File: src/design/selsf_pkg.sv
// Shared constants, types and helpers for the selectable smoothing filter.
`default_nettype none

package selsf_pkg;

  // Sample and window geometry
  localparam int SAMPLE_W = 16;
  localparam int WINDOW   = 16;
  localparam int SLOT_W   = $clog2(WINDOW);
  localparam int FILL_W   = $clog2(WINDOW + 1);
  localparam int SUM_W    = SAMPLE_W + SLOT_W;

  // Exponential filter fixed point
  localparam int FRAC_W  = 15;
  localparam int STATE_W = SAMPLE_W + FRAC_W;
  localparam int ALPHA_W = 16;
  localparam int ALPHA_IW = $clog2(ALPHA_W);
  localparam logic [ALPHA_W-1:0] ALPHA_ONE = ALPHA_W'(1 << FRAC_W);

  // Shared adder width: difference times alpha
  localparam int ALU_W = STATE_W + 1 + ALPHA_W;

  // Divider: dividend is |sum| plus half the count
  localparam int DIV_W = SUM_W;
  localparam int CNT_W = $clog2((DIV_W > ALPHA_W) ? DIV_W : ALPHA_W);

  // Configuration port
  localparam int CFG_IDX_W = 1;
  localparam int CFG_W     = ALPHA_W;
  localparam logic [CFG_IDX_W-1:0] REG_MODE  = CFG_IDX_W'(0);
  localparam logic [CFG_IDX_W-1:0] REG_ALPHA = CFG_IDX_W'(1);
  localparam logic [ALPHA_W-1:0]   ALPHA_RESET = ALPHA_W'(16384);

  localparam logic signed [ALU_W-1:0] HALF_Q  = ALU_W'(1 << (FRAC_W - 1));
  localparam logic signed [ALU_W-1:0] SMP_MAX = ALU_W'((1 << (SAMPLE_W - 1)) - 1);
  localparam logic signed [ALU_W-1:0] SMP_MIN = ~SMP_MAX;

  // Request to the shared add/subtract unit
  typedef struct packed {
    logic                    sub;
    logic signed [ALU_W-1:0] a;
    logic signed [ALU_W-1:0] b;
  } alu_req_t;

  // Saturate a wide value to the sample range
  function automatic logic signed [SAMPLE_W-1:0] sat_sample(input logic signed [ALU_W-1:0] v);
    logic signed [ALU_W-1:0] c;
    begin
      if (v > SMP_MAX) begin
        c = SMP_MAX;
      end else if (v < SMP_MIN) begin
        c = SMP_MIN;
      end else begin
        c = v;
      end
      return c[SAMPLE_W-1:0];
    end
  endfunction

endpackage

`default_nettype wire

File: src/design/selsf_alu.sv
// Shared add/subtract unit used for every arithmetic step of the filter.
`default_nettype none

module selsf_alu (
  input  selsf_pkg::alu_req_t                    req,
  output logic signed [selsf_pkg::ALU_W-1:0]     res
);
  import selsf_pkg::*;

  // One wide adder, operand b inverted for subtraction
  always_comb begin
    if (req.sub) begin
      res = req.a - req.b;
    end else begin
      res = req.a + req.b;
    end
  end

endmodule

`default_nettype wire

File: src/design/selsf_hist.sv
// Moving-average history store: one shared address, registered read.
`default_nettype none

module selsf_hist (
  input  logic                                 clk,
  input  logic [selsf_pkg::SLOT_W-1:0]         addr,
  input  logic                                 wr_en,
  input  logic signed [selsf_pkg::SAMPLE_W-1:0] wr_data,
  output logic signed [selsf_pkg::SAMPLE_W-1:0] rd_data
);
  import selsf_pkg::*;

  logic signed [SAMPLE_W-1:0] mem [WINDOW];

  // Write port
  always_ff @(posedge clk) begin
    if (wr_en) begin
      mem[addr] <= wr_data;
    end
  end

  // Registered read, old data on a same-cycle write
  always_ff @(posedge clk) begin
    rd_data <= mem[addr];
  end

endmodule

`default_nettype wire

File: src/design/selectable_smoothing_filter.sv
// Mode 1 runs the divide in place of the rounding step of mode 0, and a first sample
// skips the multiply; in_ready rises with out_valid.
// One item is in work at a time; the longest steps are the 16-step shift-add multiply
// and the 20-step restoring divide, both run on the one shared adder.
// A finished result waits in the output register while the next beat is taken.
// Synchronous reset: mode 0, alpha 0.5, empty window, zero filter state.
`default_nettype none

module selectable_smoothing_filter (
  input  logic                                   clk,
  input  logic                                   rst,
  input  logic                                   cfg_write,
  input  logic [selsf_pkg::CFG_IDX_W-1:0]        cfg_index,
  input  logic [selsf_pkg::CFG_W-1:0]            cfg_data,
  input  logic                                   in_valid,
  output logic                                   in_ready,
  input  logic signed [selsf_pkg::SAMPLE_W-1:0]  sample,
  input  logic                                   first,
  output logic                                   out_valid,
  input  logic                                   out_ready,
  output logic signed [selsf_pkg::SAMPLE_W-1:0]  filtered
);
  import selsf_pkg::*;

  typedef enum logic [11:0] {
    S_IDLE  = 12'b0000_0000_0001,
    S_DIFF  = 12'b0000_0000_0010,
    S_MUL   = 12'b0000_0000_0100,
    S_PUPD  = 12'b0000_0000_1000,
    S_SUM1  = 12'b0000_0001_0000,
    S_SUM2  = 12'b0000_0010_0000,
    S_ROUND = 12'b0000_0100_0000,
    S_ABS   = 12'b0000_1000_0000,
    S_BIAS  = 12'b0001_0000_0000,
    S_DIV   = 12'b0010_0000_0000,
    S_NEG   = 12'b0100_0000_0000,
    S_OUT   = 12'b1000_0000_0000
  } state_t;

  state_t state;

  // Configuration
  logic               mode;
  logic [ALPHA_W-1:0] alpha;

  // Latched beat
  logic signed [SAMPLE_W-1:0] x;
  logic                       first_r;
  logic                       mode_r;
  logic [ALPHA_W-1:0]         a_sat;

  // Filter state
  logic signed [STATE_W-1:0] prev;
  logic [SLOT_W-1:0]         slot;
  logic [FILL_W-1:0]         fill;
  logic signed [SUM_W-1:0]   wsum;

  // Working registers
  logic signed [ALU_W-1:0]    acc;
  logic signed [ALU_W-1:0]    dsh;
  logic [CNT_W-1:0]           cnt;
  logic [DIV_W-1:0]           quo;
  logic [FILL_W-1:0]          rem;
  logic signed [SAMPLE_W-1:0] outcome;

  alu_req_t                   alu_req;
  logic signed [ALU_W-1:0]    alu_res;
  logic signed [SAMPLE_W-1:0] hist_rd;
  logic                       hist_we;
  logic [FILL_W:0]            trial;
  logic                       out_free;

  selsf_alu u_alu (
    .req (alu_req),
    .res (alu_res)
  );

  selsf_hist u_hist (
    .clk     (clk),
    .addr    (slot),
    .wr_en   (hist_we),
    .wr_data (x),
    .rd_data (hist_rd)
  );

  assign in_ready = (state == S_IDLE);
  assign hist_we  = (state == S_SUM2);
  assign trial    = {rem, quo[DIV_W-1]};
  assign out_free = !out_valid || out_ready;

  // Operand selection for the shared adder
  always_comb begin
    alu_req.sub = 1'b0;
    alu_req.a   = '0;
    alu_req.b   = '0;
    case (state)
      S_DIFF: begin
        alu_req.sub = 1'b1;
        alu_req.a   = ALU_W'(x) <<< FRAC_W;
        alu_req.b   = first_r ? '0 : ALU_W'(prev);
      end
      S_MUL: begin
        alu_req.a = acc;
        alu_req.b = a_sat[cnt[ALPHA_IW-1:0]] ? dsh : '0;
      end
      S_PUPD: begin
        alu_req.a = ALU_W'(prev);
        alu_req.b = acc >>> FRAC_W;
      end
      S_SUM1: begin
        alu_req.sub = 1'b1;
        alu_req.a   = ALU_W'(wsum);
        alu_req.b   = ALU_W'(hist_rd);
      end
      S_SUM2: begin
        alu_req.a = ALU_W'(wsum);
        alu_req.b = ALU_W'(x);
      end
      S_ROUND: begin
        alu_req.a = ALU_W'(prev);
        alu_req.b = HALF_Q;
      end
      S_ABS: begin
        alu_req.sub = wsum[SUM_W-1];
        alu_req.b   = ALU_W'(wsum);
      end
      S_BIAS: begin
        alu_req.a = ALU_W'(quo);
        alu_req.b = ALU_W'(fill >> 1);
      end
      S_DIV: begin
        alu_req.sub = 1'b1;
        alu_req.a   = ALU_W'(trial);
        alu_req.b   = ALU_W'(fill);
      end
      S_NEG: begin
        alu_req.sub = wsum[SUM_W-1];
        alu_req.b   = ALU_W'(quo);
      end
      default: begin
        alu_req.sub = 1'b0;
      end
    endcase
  end

  // Configuration registers
  always_ff @(posedge clk) begin
    if (rst) begin
      mode  <= 1'b0;
      alpha <= ALPHA_RESET;
    end else if (cfg_write) begin
      case (cfg_index)
        REG_MODE:  mode  <= cfg_data[0];
        REG_ALPHA: alpha <= cfg_data[ALPHA_W-1:0];
        default:   mode  <= mode;
      endcase
    end
  end

  // Sequencer and control state
  always_ff @(posedge clk) begin
    if (rst) begin
      state     <= S_IDLE;
      out_valid <= 1'b0;
      prev      <= '0;
      slot      <= '0;
      fill      <= '0;
      wsum      <= '0;
      cnt       <= '0;
    end else begin
      // S_OUT refills the output register itself
      if (out_valid && out_ready && state != S_OUT) begin
        out_valid <= 1'b0;
      end
      case (state)
        S_IDLE: begin
          if (in_valid) begin
            if (first) begin
              slot <= '0;
              fill <= '0;
              wsum <= '0;
            end
            state <= S_DIFF;
          end
        end
        S_DIFF: begin
          cnt <= '0;
          if (first_r) begin
            prev  <= alu_res[STATE_W-1:0];
            state <= S_SUM1;
          end else begin
            state <= S_MUL;
          end
        end
        S_MUL: begin
          cnt <= cnt + 1'b1;
          if (cnt == CNT_W'(ALPHA_W - 1)) begin
            state <= S_PUPD;
          end
        end
        S_PUPD: begin
          prev  <= alu_res[STATE_W-1:0];
          state <= S_SUM1;
        end
        S_SUM1: begin
          if (fill == FILL_W'(WINDOW)) begin
            wsum <= alu_res[SUM_W-1:0];
          end else begin
            fill <= fill + 1'b1;
          end
          state <= S_SUM2;
        end
        S_SUM2: begin
          wsum  <= alu_res[SUM_W-1:0];
          slot  <= (slot == SLOT_W'(WINDOW - 1)) ? '0 : slot + 1'b1;
          state <= mode_r ? S_ABS : S_ROUND;
        end
        S_ROUND: begin
          state <= S_OUT;
        end
        S_ABS: begin
          state <= S_BIAS;
        end
        S_BIAS: begin
          cnt   <= '0;
          state <= S_DIV;
        end
        S_DIV: begin
          cnt <= cnt + 1'b1;
          if (cnt == CNT_W'(DIV_W - 1)) begin
            state <= S_NEG;
          end
        end
        S_NEG: begin
          state <= S_OUT;
        end
        S_OUT: begin
          if (out_free) begin
            out_valid <= 1'b1;
            state     <= S_IDLE;
          end
        end
        default: begin
          state <= S_IDLE;
        end
      endcase
    end
  end

  // Datapath registers
  always_ff @(posedge clk) begin
    case (state)
      S_IDLE: begin
        x       <= sample;
        first_r <= first;
        mode_r  <= mode;
        a_sat   <= (alpha > ALPHA_ONE) ? ALPHA_ONE : alpha;
      end
      S_DIFF: begin
        dsh <= alu_res;
        acc <= HALF_Q;
      end
      S_MUL: begin
        acc <= alu_res;
        dsh <= dsh <<< 1;
      end
      S_ROUND: begin
        outcome <= sat_sample(alu_res >>> FRAC_W);
      end
      S_ABS: begin
        quo <= alu_res[DIV_W-1:0];
      end
      S_BIAS: begin
        quo <= alu_res[DIV_W-1:0];
        rem <= '0;
      end
      // Restoring divide: keep the trial difference when it does not go negative
      S_DIV: begin
        if (!alu_res[ALU_W-1]) begin
          rem <= alu_res[FILL_W-1:0];
          quo <= {quo[DIV_W-2:0], 1'b1};
        end else begin
          rem <= trial[FILL_W-1:0];
          quo <= {quo[DIV_W-2:0], 1'b0};
        end
      end
      S_NEG: begin
        outcome <= sat_sample(alu_res);
      end
      S_OUT: begin
        if (out_free) begin
          filtered <= outcome;
        end
      end
      default: begin
        acc <= acc;
      end
    endcase
  end

endmodule

`default_nettype wire

File: config.mk
export PLATFORM = sky130hd
export DESIGN_NAME = selectable_smoothing_filter
export DESIGN_NICKNAME = d
export VERILOG_FILES = /design/src/design/selsf_pkg.sv /design/src/design/selsf_alu.sv /design/src/design/selsf_hist.sv /design/src/design/selectable_smoothing_filter.sv
export SDC_FILE = /design/constraint.sdc
export NUM_CORES = 1
export LEC_CHECK = 0
export ABC_AREA = 1
export BUFFER_PORTS_ARGS = -buffer_cell sky130_fd_sc_hd__clkbuf_2
export CAP_MARGIN = 10
export CELL_PAD_IN_SITES_DETAIL_PLACEMENT = 1
export CELL_PAD_IN_SITES_GLOBAL_PLACEMENT = 2
export CORE_AREA = 4 4 282 284
export DETAILED_ROUTE_END_ITERATION = 6
export DIE_AREA = 0 0 286 288
export GPL_TIMING_DRIVEN = 0
export PLACE_DENSITY_LB_ADDON = 0.1
export SETUP_SLACK_MARGIN = 0.4
export SYNTH_ARGS = -nofsm -noshare
export SYNTH_HDL_FRONTEND = slang
export SYNTH_HIERARCHICAL = 1
export SYNTH_SLANG_ARGS = --single-unit
File: constraint.sdc
create_clock -name clk -period 11.2 [get_ports clk]
set_clock_uncertainty 0.05 [all_clocks]
set_input_delay 2.24 -clock clk [delete_from_list [all_inputs] [get_ports clk]]
set_output_delay 2.24 -clock clk [all_outputs]
set_load 0.02 [all_outputs]
## Word-level counts from Yosys, hierarchy flattened

Memories as Yosys holds them, arrays and structs flattened. A register that Yosys moved wholly into a read port is not among the register bits.
Cells that the tools add are included.

| storage, ports and cells | value |
|---|---|
| register bits | 282 |
| output and inout bits | 18 |
| memories | 1 |
| word-level logic and storage cells | 132 |
| memory bits (writable) | 256 |
| bits of input ports | 39 |

| cells by class | value |
|---|---|
| equal/unequal tests | 25 |
| add/sub/neg operators | 5 |
| multiplexer cells | 46 |
| bitwise operators | 1 |
| order comparisons | 6 |
| reduce and logical (&&, ||, !) cells | 29 |

Memory list:

| name | words | width | read ports | clocked after Yosys merged registers in | write ports | RTL line | source |
|---|---|---|---|---|---|---|---|
| u_hist.mem | 16 | 16 | 1 | 1 | 1 | selsf_hist.sv:13 | `logic signed [SAMPLE_W-1:0] mem [WINDOW];` |

Operator list:

| kind | count |
|---|---|
| $pmux W48 S10 | 1 |
| $pmux W48 S6 | 1 |
| $pmux W48 S2 | 2 |
| $mux W48 | 3 |
| $pmux W12 S11 | 1 |
| $mux W16 | 4 |
| $pmux W31 S2 | 1 |
| $mux W20 | 3 |
| $pmux W20 S3 | 1 |
| $add A48 B48 Y48 | 1 |
| $gt A48 B16 Y1 const B | 1 |
| $lt A48 B16 Y1 const B | 1 |
| $mux W12 | 4 |
| $sub A48 B48 Y48 | 1 |
| $pmux W20 S2 | 1 |
| $gt A33 B16 Y1 const B | 1 |
| $lt A33 B16 Y1 const B | 1 |
| $pmux W16 S2 | 1 |
| $mux W31 | 1 |
| $pmux W5 S2 | 3 |
| $mux W5 | 5 |
| $gt A16 B16 Y1 const B | 1 |
| $ne A2 B2 Y1 const B | 8 |
| $reduce_bool A2 Y1 | 8 |
| other kinds (35) | 57 |

## Depth between registers and ports, before layout

Gate-level depths: netlist of the first run.

| logic depth | value |
|---|---|
| depth in word-level cells | 10 |
| gate-level depth with buffers | 44 |
| depth with buffers taken out | 42 |

## Modules after synthesis

The synthesis of the first run kept the hierarchy.

Modules (own cells, without submodules):

| module | area an instance (sq um) | cells an instance | times used |
|---|---|---|---|
| selectable_smoothing_filter | 14,500.2 | 1,804 | 1 |
| selsf_hist | 11,151.9 | 1,070 | 1 |
| selsf_alu | 5,592.9 | 1,136 | 1 |

## Worst setup path before layout of the first run

No wires, ideal clock.

| timing path | value |
|---|---|
| path kind | reg2reg |
| from | reg state[2] |
| to | reg outcome[10], data pin |
| stages on the path, launching flop included | 41 |
| period minus slack after synthesis | 4.686 ns |
| arrival time | 4.383 ns |
| setup time | 0.253 ns |
| path buffers | 3 |
| slack | 6.514 ns |
| path through | dfxtp_1 nor2_1 nand2_2 nor2_2 buf_4 nand2_2 buf_2 o22ai_1 nor2_1 nand3_1 inv_1 ha_1 nand2_1 nor3_1 nand3b_1 nor2_1 nand2_1 nand2_1 (+5 left out) inv_1 a21oi_1 nand2_1 a21oi_1 nand3_1 nand2_1 nand2_1 nor2_1 nand2_1 nor2_1 nand2_1 nor2_1 nand2_1 nand2_1 buf_2 nand2_1 nand2_1 nand2_1 |

RTL lines:

| element | RTL line | source |
|---|---|---|
| start, declared | selectable_smoothing_filter.sv:40 | `state_t state;` |
| start signal, assigned | selectable_smoothing_filter.sv:216 | `state <= mode_r ? S_ABS : S_ROUND;` |
| end signal, assigned | selectable_smoothing_filter.sv:268 | `outcome <= sat_sample(alu_res >>> FRAC_W);` |
| end signal, assigned | selectable_smoothing_filter.sv:288 | `outcome <= sat_sample(alu_res);` |
| end, declared | selectable_smoothing_filter.sv:64 | `logic signed [SAMPLE_W-1:0] outcome;` |

==> qor.txt, run 1 <==
status -> finished clean
Ports -> 57
Filler cells -> 9588
DR vias/cell -> 5.25
FP Rows -> 102
Seq. cell area -> 15500 um^2
Worst-Margin Slew -> 1.36 ns
ANT cells -> 0
R2R cell count -> 33
# DRC -> 0
area of the multi-input gates -> 13200 um^2
Post-DP HPWL -> 96800 um
initial antenna violation count -> 0
area growth from synthesis to layout -> 13.0%
crit-path leading delay family -> simple AND/OR/NAND/NOR gates
Mean Syn Cell Area -> 7.79 um^2
CTS tree -> yes
largest net degree at the start of global routing -> 57
postcts setup bufs -> 0
initial DRC count -> 2227
CTS max path bufs -> 3
Die H -> 288 um
Post-synth top flop -> edfxtp_1
Core ar. -> 77100 um^2
Post-synth EDFFs -> 443
Num CTS Buffers -> 66
final WL -> 125000 um
Hold Vio Cnt, Final -> 0
Starting Density -> 40.5%
per-cell routed wire length -> 23.9 um
Mapped Cells -> 4010
crit-path max cell delay -> 1.02 ns
slew margin rel. -> 8.96%
Placer Congestion -> 0.946
first-pass GRT wire length -> 184000 um
CP endpoint kind -> flip-flop
Max-cap violations -> 0
syn_nets -> 4104
die area -> 82400 um^2
iteration count of the initial detailed-routing pass -> 6
WS Path Type -> flip-flop to flip-flop
yosys warns -> 6
H-tree Lvls -> 3
commonest non-fill, non-tap cell in the layout -> nand2_1
RR Endpoint -> outcome[14]$_DFFE_PP_
share of cells above drive strength 1 -> 9.80%
r2r startpoint -> state[11]$_SDFFE_PP0P_
slowest stage cell, crit path -> xor2_1
crit-path max FO -> 10
Critical Path AT -> 7.87 ns
post-synth cell types -> 51
Synth Cell Area -> 31200 um^2
Synth area leader -> edfxtp_1
Skew-Pair Late Insertion Delay -> 0.62 ns
Final ANT Viol Nets -> 0
CP Capture Point -> outcome[14]$_DFFE_PP_
commonest cells after routing, fill and taps aside -> nand2_1 (1642), edfxtp_1 (443), inv_1 (421)
All-Layer GR Usage -> 30.2%
FF-to-FF setup slack -> 3.62 ns
Worst Setup Start Kind -> flip-flop
Yosys reg bits -> 554
Root Driver -> clkbuf_16
Slew Viols, Final -> 0
setup TNS -> 0 ns
Worst Hold Class -> flip-flop to flip-flop
Final min period -> 7.58 ns
CP Launch Point -> state[11]$_SDFFE_PP0P_
crit path buf inv count -> 5
RSZ-0062 raised after global routing -> no
Fmax -> 132 MHz
Post-CTS Resized -> 0
data required time of the worst path -> 11.49 ns
post-synthesis sequential area ratio -> 49.7%
Worst-path clk slew -> 0.06 ns
DR vias -> 27500
FFs w/ async S/R, synth -> 0%
hold_buf cts -> 0
vias in the first global route -> 28100
total grt overflow -> 0
WP depth -> 33
I/O Buffers -> 55
Setup violations, final -> 0
Die Wd -> 286 um
final net count -> 4243
top post-synthesis cells by area -> edfxtp_1 (43%), nand2_1 (20%), dfxtp_1 (7.1%)
Final Cycle Share -> 67.7%
top-area cell type share of the netlist area -> 42.6%
CP dominant cell by count -> nand2_1
CTS sink cnt -> 554
[routing by layer]
layer	track usage, %	routed length (um)
met1	37.9	51500
met2	53.5	61800
met3	3.37	6190
met4	11.8	5720
met5	0	0
[area by class of cell]
cell class                 count  area share (%)
buffer                       149            2.47
clock buffer                  78            4.92
clock inverter                44            1.40
inverter                     438            4.69
multi-input combinational   2869            37.5
sequential                   554            44.0
tap                         1040            3.69
timing repair buffer          71            1.36
[how the worst min path moves through the flow]
stage                                     start                     end  slack [ns]  cells after the start
after global routing      outcome[14]$_DFFE_PP_  filtered[14]$_DFFE_PP_        0.37                      0
after global placement    outcome[15]$_DFFE_PP_  filtered[15]$_DFFE_PP_        0.35                      0
final                     outcome[14]$_DFFE_PP_  filtered[14]$_DFFE_PP_        0.37                      0
after floorplan            outcome[0]$_DFFE_PP_   filtered[0]$_DFFE_PP_        0.35                      0
after detailed placement  outcome[10]$_DFFE_PP_  filtered[10]$_DFFE_PP_        0.36                      0
after CTS                 outcome[14]$_DFFE_PP_  filtered[14]$_DFFE_PP_        0.37                      0
[registers in the layout, summed over array words and instances (netlist names), 16 cells and up]
| name | cells |
|---|---|
| u_hist/rd_data | 16 |
| x | 16 |
| outcome | 16 |
| dsh | 48 |
| alpha | 16 |
| quo | 20 |
| prev | 31 |
| a_sat | 16 |
| filtered | 16 |
| wsum | 20 |
| acc | 48 |
| u_hist/mem | 256 |
[cell usage after synthesis (2+ instances only)]
library cell	instances
o21ai_2	16
buf_1	5
o21ai_0	145
o2111ai_1	14
o21bai_1	12
a31oi_1	2
ha_1	54
nand3_2	10
nand3_1	181
buf_2	69
o21ai_1	44
a21oi_1	137
nor2_1	334
dfxtp_1	111
nand4_1	54
a21o_1	2
nor2_4	6
buf_6	19
buf_4	17
nor4_1	4
inv_2	13
nor2_8	2
nand2_1	1642
inv_1	422
nand2_2	26
clkbuf_1	37
nor3_1	25
nor3_2	4
nand2_4	9
a22oi_1	3
and3_1	3
or2_2	3
o22ai_1	2
xnor2_1	8
xor2_1	64
nor2_2	25
o211ai_1	14
and2_1	2
inv_4	3
edfxtp_1	443
nand3b_1	14
[kinds of logic after synthesis]
kind of cell               synth area share (%)
xor gates and xnor gates                   2.02
and+or+nand+nor                            30.9
DFF                                        49.7
AOI/OAI and AO/OA                          7.06
buffers and inverters                      8.08
adders and majority gates                  2.23
[through the flow]
step | hold slack [ns] | area, um^2 | worst slack [ns] | instances | utilization (%)
after floorplan | 0.350 | 31200 | 6.51 | 4010 | -
after global placement | 0.353 | 32800 | 3.85 | 5105 | 42.6
after detailed placement | 0.356 | 33000 | 3.79 | 5120 | 42.9
after CTS | 0.370 | 35300 | 3.74 | 5242 | 45.8
after global routing | 0.372 | 35300 | 3.12 | 5243 | 45.8
final | 0.369 | 35300 | 3.62 | 5243 | 45.8
Power of run 1 is not shown: default switching activity piles up to over one toggle a cycle in this logic, so the estimate is an artifact.
==> inputs of run 2 (changes only) <==
CORE_AREA = 4 4 304 306   (was 4 4 282 284)
DIE_AREA = 0 0 308 310   (was 0 0 286 288)
clock period = 6.2 ns   (was 11.2 ns; I/O delays follow)
==> run 2 against run 1 <==
- sequential share of layout area decreased by 4.8 points
- register-to-register slack got worse by 3.1 ns
- non-clock buffer count increased by 150
- final cell count increased by 5.5%
- critical path depth increased by 1
- critical path type unchanged
- largest cell class is now multi-input combinational cells
- highest routed layer unchanged
==> qor.txt, run 2 (synthesis gave the netlist of run 1 again) <==
status -> finished clean
final net count -> 4394
Die Wd -> 308 um
data required time of the worst path -> 6.50 ns
DR vias/cell -> 5.09
final worst slack -> 0.516 ns
FP Rows -> 110
Num CTS Buffers -> 67
R2R cell count -> 34
area growth from synthesis to layout -> 27.0%
first-pass GRT wire length -> 192000 um
RR Endpoint -> outcome[14]$_DFFE_PP_
Skew-Pair Late Insertion Delay -> 0.63 ns
biggest registers after layout -> u_hist/mem: 256 flops, acc: 48 flops, dsh: 48 flops
setup slack at placement -> -1.35 ns
Final ANT Viol Nets -> 0
die area -> 95500 um^2
CP dominant cell by count -> nand2_2
total grt overflow -> 0
Worst Min Path Start -> outcome[4]$_DFFE_PP_
CTS sink cnt -> 554
per-cell routed wire length -> 24.3 um
Core ar. -> 89600 um^2
Worst Setup Start Kind -> flip-flop
Fmax -> 176 MHz
Worst-Margin Slew -> 1.19 ns
CTS max path bufs -> 3
Critical Path AT -> 5.99 ns
r2r startpoint -> state[0]$_SDFFE_PP1P_
hold_buf cts -> 0
largest net degree at the start of global routing -> 55
CP endpoint kind -> flip-flop
Root Driver -> clkbuf_16
crit-path max FO -> 8
Placer Congestion -> 0.907
Biggest register -> u_hist/mem
worst hold slack -> 0.370 ns
Final min period -> 5.68 ns
RSZ-0062 raised after global routing -> yes
max reg flops -> 256
# DRC -> 0
Slew Viols, Final -> 0
Hold Crit Depth -> 0
Ports -> 57
Worst Hold Class -> flip-flop to flip-flop
iteration count of the initial detailed-routing pass -> 5
initial antenna violation count -> 1
H-tree Lvls -> 3
slowest stage cell, crit path -> dfxtp_2
FF-to-FF setup slack -> 0.52 ns
share of cells above drive strength 1 -> 23.8%
Hold Vio Cnt, Final -> 0
crit-path max cell delay -> 0.36 ns
Final Cycle Share -> 91.7%
final WL -> 134000 um
slew margin rel. -> 20.8%
Starting Density -> 34.9%
commonest cells after routing, fill and taps aside -> nand2_1 (1490), edfxtp_1 (443), inv_1 (380)
CTS tree -> yes
Die H -> 310 um
I/O Buffers -> 55
Worst-path clk slew -> 0.06 ns
WS Path Type -> flip-flop to flip-flop
initial DRC count -> 2065
Max-cap violations -> 0
vias in the first global route -> 27900
DR vias -> 28200
Post-DP HPWL -> 101000 um
commonest non-fill, non-tap cell in the layout -> nand2_1
All-Layer GR Usage -> 27.5%
Hold EP -> filtered[4]$_DFFE_PP_
Setup violations, final -> 0
==> run 2: cell count changes in the layout (fill, tap and decap cells not counted), sizes merged <==
cell / before / now
inv: 441 / 438
bufinv: 8 / 5
clkinv: 31 / 23
buf: 127 / 280
diode: 0 / 1
clkinvlp: 2 / 5
clkbuf: 171 / 179
==> run 2: what timing repair did <==
action | 4_1_cts | 5_1_grt
gates cloned | 2 | 2
buffers inserted | 41 | 111
endpoints found under the setup margin | 117 | 23
gates resized for setup | 318 | 465
pin swaps | 60 | 184
==> run 2: worst max-delay path by stage <==
stage	from	to	cells past startpoint
final	state[0]$_SDFFE_PP1P_	outcome[14]$_DFFE_PP_	34
after global routing	state[3]$_SDFFE_PP0P_	outcome[8]$_DFFE_PP_	40
after CTS	state[6]$_SDFFE_PP0P_	outcome[13]$_DFFE_PP_	39
after detailed placement	state[11]$_SDFFE_PP0P_	outcome[12]$_DFFE_PP_	34
after global placement	state[11]$_SDFFE_PP0P_	outcome[12]$_DFFE_PP_	34
after floorplan	state[2]$_SDFFE_PP0P_	outcome[10]$_DFFE_PP_	40
==> run 2: per-stage QoR <==
stage | utilization, % | area, um^2 | setup TNS (ns) | std cells
after floorplan | - | 31200 | 0 | 4010
after global placement | 36.8 | 33000 | -29.81 | 5241
final | 44.3 | 39700 | 0 | 5530
after detailed placement | 37.1 | 33200 | -30.70 | 5251
after global routing | 44.3 | 39700 | 0 | 5529
after CTS | 41.2 | 36900 | 0 | 5416
==> run 2: worst max-delay path, delay by kind of cell, from the launching register on <==
kind,cells,cell delay (ns)
simple gates,22,2.70
xor+xnor,2,0.50
compound gates,4,0.64
buf+inv,5,0.87
fa+ha+maj,1,0.28
flops,1,0.36
==> run 2: layout make-up <==
type,count,area [um^2]
repair buffers,221,1760
flip-flops and latches,554,15500
plain buffers,149,1130
fillers,10600,49900
inverters,438,1720
clock inverters,33,328
diodes,1,2.50
clock buffers,89,1880
multi-input cells,2869,15800
well taps,1176,1470
==> run 2: routing by layer <==
| metal | up-vias | global-route usage (%) | part of all wire, % |
|---|---|---|---|
| met4 | 0 | 10.9 | 4.7 |
| met1 | 13800 | 34.9 | 42 |
| li1 | 13500 | - | - |
| met2 | 661 | 48.3 | 49 |
| met3 | 205 | 2.87 | 4.0 |
| met5 | - | 0 | 0 |
Power of run 2 is left out for the same reason.
